$ cat src/rtl/hkc_pkg.sv
// Package for the hotkey chord edge detector: shared constants, command codes
// and the packed payload types of the item and result channels.
// No dependencies.
package hkc_pkg;

  // Default sizes, handed to the top level's parameters
  localparam int HOTKEY_SLOTS_DEF   = 8;
  localparam int KEYS_PER_COMBO_DEF = 4;
  localparam int KEY_CODES_DEF      = 256;

  // Fixed field widths
  localparam int CODE_W      = 8;
  localparam int MASK_W      = 8;
  localparam int CFG_INDEX_W = 4;
  localparam int CFG_DATA_W  = 32;

  // Command codes
  localparam logic [1:0] CMD_KEY  = 2'd0;
  localparam logic [1:0] CMD_SCAN = 2'd1;
  localparam logic [1:0] CMD_FLIP = 2'd2;

  typedef struct packed {
    logic [1:0]        cmd;
    logic [CODE_W-1:0] key_code;
    logic              key_down;
    logic [2:0]        slot;
  } in_t;

  typedef struct packed {
    logic [MASK_W-1:0] held_mask;
    logic [MASK_W-1:0] toggle_mask;
    logic [MASK_W-1:0] changed_mask;
  } out_t;

  typedef enum logic {
    CFG_IDLE,
    CFG_REFRESH
  } cfg_state_t;

endpackage

$ cat src/rtl/hotkey_chord_edge_detector_unit.sv
// Hotkey chord edge detector, top level: key map, per-slot combo registers,
// scan logic and a two-entry result queue. Depends on hkc_pkg.
//
// Usage:
//  - Item channel (in_valid/in_ready/in_data) takes key events, scans and
//    toggle flips. Result channel (out_valid/out_ready/out_data) returns the
//    held, toggle and changed masks as they stand after each item.
//  - Configuration channel (cfg_valid/cfg_ready/cfg_index/cfg_data) writes a
//    slot's combo; an index at or above HOTKEY_SLOTS is ignored. Each slot write
//    is followed by a reload of the slot's per-byte key-down bits from the key
//    map, one byte a cycle; items and further writes are held off meanwhile.
//  - Throughput: one item per cycle while no reload runs and the queue has
//    room. Every slot compares its combo bytes against each key event in
//    parallel, so a scan is a single AND per slot.
//  - The two-entry result queue registers each result as its item transfers;
//    a stalled receiver costs nothing until the queue fills.
//  - Reset (rst, synchronous) clears the key map, all slot state and the combo
//    registers and empties the result queue; no clearing pass follows.
module hotkey_chord_edge_detector_unit #(
  parameter int HOTKEY_SLOTS   = hkc_pkg::HOTKEY_SLOTS_DEF,
  parameter int KEYS_PER_COMBO = hkc_pkg::KEYS_PER_COMBO_DEF,
  parameter int KEY_CODES      = hkc_pkg::KEY_CODES_DEF
) (
  input  logic                           clk,
  input  logic                           rst,
  input  logic                           in_valid,
  output logic                           in_ready,
  input  hkc_pkg::in_t                   in_data,
  output logic                           out_valid,
  input  logic                           out_ready,
  output hkc_pkg::out_t                  out_data,
  input  logic                           cfg_valid,
  output logic                           cfg_ready,
  input  logic [hkc_pkg::CFG_INDEX_W-1:0] cfg_index,
  input  logic [hkc_pkg::CFG_DATA_W-1:0]  cfg_data
);
  import hkc_pkg::*;

  localparam int KEY_W  = $clog2(KEY_CODES);
  localparam int BYTE_W = (KEYS_PER_COMBO > 1) ? $clog2(KEYS_PER_COMBO) : 1;
  localparam int SLOT_W = (HOTKEY_SLOTS > 1) ? $clog2(HOTKEY_SLOTS) : 1;

  // Combo registers and per-byte key-down bits
  logic [CODE_W-1:0]         combo_key [HOTKEY_SLOTS][KEYS_PER_COMBO];
  logic [KEYS_PER_COMBO-1:0] combo_down [HOTKEY_SLOTS];
  logic [KEY_CODES-1:0]      key_map;

  logic [HOTKEY_SLOTS-1:0] slot_held, slot_held_next;
  logic [HOTKEY_SLOTS-1:0] slot_toggle, slot_toggle_next;
  logic [HOTKEY_SLOTS-1:0] slot_changed, slot_changed_next;
  logic [HOTKEY_SLOTS-1:0] held_now;

  cfg_state_t        cfg_state, cfg_state_next;
  logic [SLOT_W-1:0] ref_slot;
  logic [BYTE_W-1:0] ref_byte;
  logic [CODE_W-1:0] ref_code;
  logic              ref_down;
  logic              busy;

  logic in_xfer, cfg_xfer, cfg_hit, key_ok;

  // Result queue
  out_t       res;
  out_t       fifo [2];
  logic       wr_ptr, rd_ptr;
  logic [1:0] fifo_cnt;
  logic       out_xfer;

  function automatic logic code_ok(input logic [CODE_W-1:0] code);
    return (code != '0) && ({1'b0, code} < (CODE_W + 1)'(KEY_CODES));
  endfunction

  assign in_xfer  = in_valid && in_ready;
  assign cfg_xfer = cfg_valid && cfg_ready;
  assign cfg_hit  = cfg_xfer && (32'(cfg_index) < 32'(HOTKEY_SLOTS));
  assign out_xfer = out_valid && out_ready;
  assign key_ok   = code_ok(in_data.key_code);

  // Refresh sequencer: next state
  always_comb begin
    cfg_state_next = cfg_state;
    unique case (cfg_state)
      CFG_IDLE: begin
        if (cfg_hit) cfg_state_next = CFG_REFRESH;
      end
      CFG_REFRESH: begin
        if (ref_byte == BYTE_W'(KEYS_PER_COMBO - 1)) cfg_state_next = CFG_IDLE;
      end
      default: cfg_state_next = CFG_IDLE;
    endcase
  end

  // Refresh sequencer: outputs
  always_comb begin
    busy = (cfg_state == CFG_REFRESH);
    cfg_ready = !busy;
    in_ready  = !busy && (fifo_cnt != 2'd2);
  end

  always_ff @(posedge clk) begin
    if (rst) begin
      cfg_state <= CFG_IDLE;
      ref_slot  <= '0;
      ref_byte  <= '0;
    end else begin
      cfg_state <= cfg_state_next;
      if (cfg_hit) begin
        ref_slot <= cfg_index[SLOT_W-1:0];
        ref_byte <= '0;
      end else if (busy) begin
        ref_byte <= ref_byte + 1'b1;
      end
    end
  end

  assign ref_code = combo_key[ref_slot][ref_byte];
  assign ref_down = code_ok(ref_code) && key_map[ref_code[KEY_W-1:0]];

  // Combo registers, key map and per-byte key-down bits
  always_ff @(posedge clk) begin
    if (rst) begin
      key_map <= '0;
      for (int s = 0; s < HOTKEY_SLOTS; s++) begin
        combo_down[s] <= '0;
        for (int i = 0; i < KEYS_PER_COMBO; i++) combo_key[s][i] <= '0;
      end
    end else begin
      if (cfg_hit) begin
        for (int i = 0; i < KEYS_PER_COMBO; i++) begin
          combo_key[cfg_index[SLOT_W-1:0]][i] <= cfg_data[CODE_W*i +: CODE_W];
        end
      end
      if (busy) begin
        combo_down[ref_slot][ref_byte] <= ref_down;
      end else if (in_xfer && (in_data.cmd == CMD_KEY) && key_ok) begin
        key_map[in_data.key_code[KEY_W-1:0]] <= in_data.key_down;
        for (int s = 0; s < HOTKEY_SLOTS; s++) begin
          for (int i = 0; i < KEYS_PER_COMBO; i++) begin
            if (combo_key[s][i] == in_data.key_code) combo_down[s][i] <= in_data.key_down;
          end
        end
      end
    end
  end

  // Held rule: byte 0 always tested, higher bytes only up to the top non-zero byte
  always_comb begin
    logic tail_zero;
    logic ok;
    for (int s = 0; s < HOTKEY_SLOTS; s++) begin
      tail_zero = 1'b1;
      ok        = 1'b1;
      for (int i = KEYS_PER_COMBO - 1; i >= 0; i--) begin
        tail_zero = tail_zero && (combo_key[s][i] == '0);
        ok = ok && (combo_down[s][i] || ((i != 0) && tail_zero));
      end
      held_now[s] = ok;
    end
  end

  always_comb begin
    slot_held_next    = slot_held;
    slot_toggle_next  = slot_toggle;
    slot_changed_next = slot_changed;
    if (in_xfer) begin
      unique case (in_data.cmd)
        CMD_SCAN: begin
          slot_held_next    = held_now;
          slot_changed_next = held_now ^ slot_held;
          slot_toggle_next  = slot_toggle ^ (held_now & ~slot_held);
        end
        CMD_FLIP: begin
          if (32'(in_data.slot) < 32'(HOTKEY_SLOTS)) begin
            slot_toggle_next[in_data.slot[SLOT_W-1:0]] =
              !slot_toggle[in_data.slot[SLOT_W-1:0]];
          end
        end
        default: ;
      endcase
    end
  end

  always_ff @(posedge clk) begin
    if (rst) begin
      slot_held    <= '0;
      slot_toggle  <= '0;
      slot_changed <= '0;
    end else begin
      slot_held    <= slot_held_next;
      slot_toggle  <= slot_toggle_next;
      slot_changed <= slot_changed_next;
    end
  end

  always_comb begin
    res.held_mask    = MASK_W'(slot_held_next);
    res.toggle_mask  = MASK_W'(slot_toggle_next);
    res.changed_mask = MASK_W'(slot_changed_next);
  end

  // Two-entry result queue: hold results while the receiver stalls
  always_ff @(posedge clk) begin
    if (in_xfer) fifo[wr_ptr] <= res;
  end

  always_ff @(posedge clk) begin
    if (rst) begin
      wr_ptr   <= 1'b0;
      rd_ptr   <= 1'b0;
      fifo_cnt <= 2'd0;
    end else begin
      if (in_xfer)  wr_ptr <= !wr_ptr;
      if (out_xfer) rd_ptr <= !rd_ptr;
      if (in_xfer && !out_xfer)      fifo_cnt <= fifo_cnt + 2'd1;
      else if (!in_xfer && out_xfer) fifo_cnt <= fifo_cnt - 2'd1;
    end
  end

  assign out_valid = (fifo_cnt != 2'd0);
  assign out_data  = fifo[rd_ptr];

endmodule

$ cat config.mk
export PLATFORM = sky130hd
export DESIGN_NAME = hotkey_chord_edge_detector_unit
export DESIGN_NICKNAME = d
export VERILOG_FILES = /design/src/rtl/hkc_pkg.sv /design/src/rtl/hotkey_chord_edge_detector_unit.sv
export SDC_FILE = /design/constraint.sdc
export NUM_CORES = 2
export LEC_CHECK = 0
export BUFFER_PORTS_ARGS = -buffer_cell sky130_fd_sc_hd__buf_2
export CAP_MARGIN = 5
export CORE_ASPECT_RATIO = 0.75
export CORE_MARGIN = 2
export CORE_UTILIZATION = 65
export CTS_BUF_LIST = sky130_fd_sc_hd__clkbuf_4
export CTS_CLUSTER_DIAMETER = 30
export CTS_CLUSTER_SIZE = 28
export DETAILED_ROUTE_END_ITERATION = 7
export MAX_ROUTING_LAYER = met4
export PLACE_DENSITY_LB_ADDON = 0.1
export SYNTH_ARGS = -nofsm -noshare
export SYNTH_HDL_FRONTEND = slang
export SYNTH_SLANG_ARGS = --single-unit
$ cat constraint.sdc
create_clock -name clk -period 5.3 [get_ports clk]
set_clock_uncertainty 0.05 [all_clocks]
set_input_delay 0.265 -clock clk [delete_from_list [all_inputs] [get_ports clk]]
set_output_delay 0.265 -clock clk [all_outputs]
set_load 0.02 [all_outputs]
==> reports/qor.yml <==
worst_setup_path:
  path_delay_family: "multiplexers"
  crit_cells: 15
  start_kind: "flop"
  cp_slowest_cell: "dfxtp_2"
  worst_ep_arrival_time_ns: 5.52
  critPathCapture: "combo_down[6][1]"
  crit_chain: "buf_12 > mux4_2 > mux4_2 > mux2i_4 > buf_4 > mux2i_1 > mux2i_1 > mux2i_1 > o221ai_1 > a2111o_1 > o211ai_1 > o21ba_2 > a41oi_4 > buf_12 > mux2i_1"
  critPathMostFrequentCell: "mux2i_1"
  worst-setup-path-type: "reg2reg"
  reg2reg_setup_slack_ns: 0.34
  required_ns: 5.86
  critPathMaxStageDelay_ns: 0.67
  cp-end-kind: "flop"
  r2r-end: "combo_down[6][1]"
  reg2reg_depth: 15
  crit_buf_inv: 3
  path_max_fanout: 32
global_routing:
  grt_pass1_vias: 27020
  grt_usage_pct: 46.27
  grt_pass1_wl_um: 175100
  antenna_found_initial: 4
  grt_max_degree: 146
  grt-ovfl-total: 0
route:
  drc: 8
  wl_per_cell_um: 28.98
  wirelength_um: 120700
  vias: 29440
  drt_iter0_drc: 6159
  viasPerCell: 7.069
  dr.pass1.iters: 8
  final_antenna_net_count: 0
hold_path:
  hold_path_class: "in2reg"
placed_design:
  placed_area_um2: 33990
  dp_slack_ns: 0.4506
  io_buffers: 81
  dp_hpwl_um: 76200
  gp_congestion: 1.003
timing:
  fmax_mhz: 201.7
  setup_viol: 0
  grt_setup_unrepaired: "false"
  hold_viol_final: 0
  finalCriticalPeriod_ns: 4.958
  maxSlewViolCount: 0
  hold-worst-slack_ns: 0.08087
  worst_pin_slew_ns: 1.425
  timing.slew.headroom_pct: 4.726
  finalWorstSetupSlack_ns: 0.3418
  setup-tns-final_ns: 0
  min_period_over_period_pct: 93.55
synth:
  synth_top_family_by_area: "simple AND/OR/NAND/NOR gates"
  synthCells: 3352
  synth-simple-area-share_pct: 19.25
  seq_area_frac_synth_pct: 48.17
  synth_edf_count: 336
  yosysWarningCount: 0
  synth_fp_nets: 3423
  synth_compound_area_share_pct: 12.31
  synth-xor-area-share_pct: 7.078
  ys_seq_elements: 630
  synth_area_um2: 33160
  yosysUniqueCellTypes: 68
  synth-adder-area-share_pct: 0.6036
  synthMuxAreaShare_pct: 8.775
  async_reset_ff_share_pct: 0
  synthFlopType: "edfxtp_1"
  synth.avg_cell_area_um2: 9.894
clocking:
  numCtsBuffers: 110
  cts_tree: "built"
  cts-root-buf: "clkbuf_4"
  clock_latency_ns: 0.98
  htree_levels: 3
  cts.sinks: 630
  cts_setup_buffers: 0
  clkSlewWorstSetupHoldPaths_ns: 0.12
  cts.path.max_buffers: 3
final_layout:
  final_cell_area_um2: 36540
  layout.nets: 3476
  nFillCells: 3714
  syn2layout_area_growth_pct: 10.17
  final_common_cell: "nand3_1"
  final_cell_mix: "nand3_1, edfxtp_1, a21oi_1"
  drive_gt1_share_pct: 14.28
  regArea_um2: 15980
  multi_input_area_um2: 15990
floorplanning:
  core_um2: 50280
  num_io_pins: 82
  num_rows: 71
  die-height_um: 199.6
  die_area_um2: 52860
  dieWidth_um: 264.8
  initial_core_util_pct: 65.96
outcome:
  status: "finished, violations left"
  violations: "DRC"
power:
  cellPowerDensity_nw_per_um2: 312.6
  p_leak_nw: 12.95
  max-vdd-ir-drop_v: 0.0003261
job:
  cap_viol_max_count: 0
==> logic make-up after synthesis <==
family | Yosys count
adders and majority gates | 16
muxes | 207
buffers and inverters | 305
AOI/OAI and AO/OA | 733
and+or+nand+nor | 1193
xor gates and xnor gates | 268
DFF | 630
==> synthesized netlist by cell type, drive strengths merged, types with 36 or more instances <==
cell type	instances	area [µm²]
nand2	219	824.5
o21ai	295	1476
buf	87	446.7
nand3b	36	270.3
nor4	112	700.7
xor2	263	2303
edfxtp	336	10090
mux2i	105	1064
mux4	62	1396
nor2b	38	237.7
clkbuf	192	720.7
a21oi	298	1491
nor2	63	239.0
nand3	346	1732
and2	277	1733
mux2	40	450.4
dfxtp	294	5886
==> what timing repair did <==
item                      4_1_cts  5_1_grt
hold endpoints to repair      409        0
gates resized for setup         0        0
hold buffers                   59        0
==> cell type report <==
cell class,count,area share (%)
diodes,6,0.04109
flip-flops and latches,630,43.74
clock buffers,117,2.404
well taps,657,2.250
repair buffers,220,4.664
inverters,26,0.2671
clock inverters,92,2.883
multi-input cells,2417,43.75
==> worst min path at each step <==
| stage | startpoint | to | slack [ns] | depth (start not counted) |
|---|---|---|---|---|
| floorplan | cfg_index[0] | flop | 0.37 | 2 |
| global placement | key_map[193] | key_map[193] | 0.41 | 2 |
| detailed placement | key_map[199] | key_map[199] | 0.41 | 2 |
| CTS | in_data[5] | key_map[144] | 0.02 | 7 |
| global route | in_data[5] | key_map[16] | 0.04 | 7 |
| finish | in_data[5] | key_map[32] | 0.08 | 7 |
==> power breakdown <==
group / leakage, nW / switching (mW) / total, mW / internal [mW]
logic: 6.05 / 1.10 / 1.65 / 0.553
registers: 5.89 / 0.157 / 5.45 / 5.30
clock network: 1.01 / 2.26 / 4.31 / 2.06
==> state kept, by name (all words and copies together) (netlist names), 2 cells and up, named ones only <==
signal,count
fifo_cnt,2
fifo,48
ref_slot,3
combo_key,256
combo_down,32
slot_toggle,8
slot_changed,8
key_map,256
slot_held,8
ref_byte,2
==> metal layers <==
| metal | track usage, % | up-vias | routed length (µm) |
|---|---|---|---|
| met5 | - | - | 0 |
| met4 | 15.02 | 0 | 4562 |
| met3 | 17.81 | 391 | 21790 |
| met2 | 60.60 | 2665 | 47680 |
| met1 | 65.30 | 14010 | 46660 |
| li1 | - | 12370 | - |
==> worst reg2reg max path: cells and delay by family, from the launching register on <==
kind	cells	cell delay [ns]
AO/OA/AOI/OAI	5	1.14
buffers and inverters	3	0.84
flip-flops	1	0.67
multiplexers	7	1.93
==> stage by stage <==
step	power, mW	util, %	instances
after floorplan	6.540	-	3352
after global placement	7.071	67.60	3890
after detailed placement	7.103	67.60	3890
after CTS	11.33	72.61	4158
after global routing	11.69	72.67	4165
final	11.42	72.67	4165
Note: power is estimated with default switching activity, not from simulation.
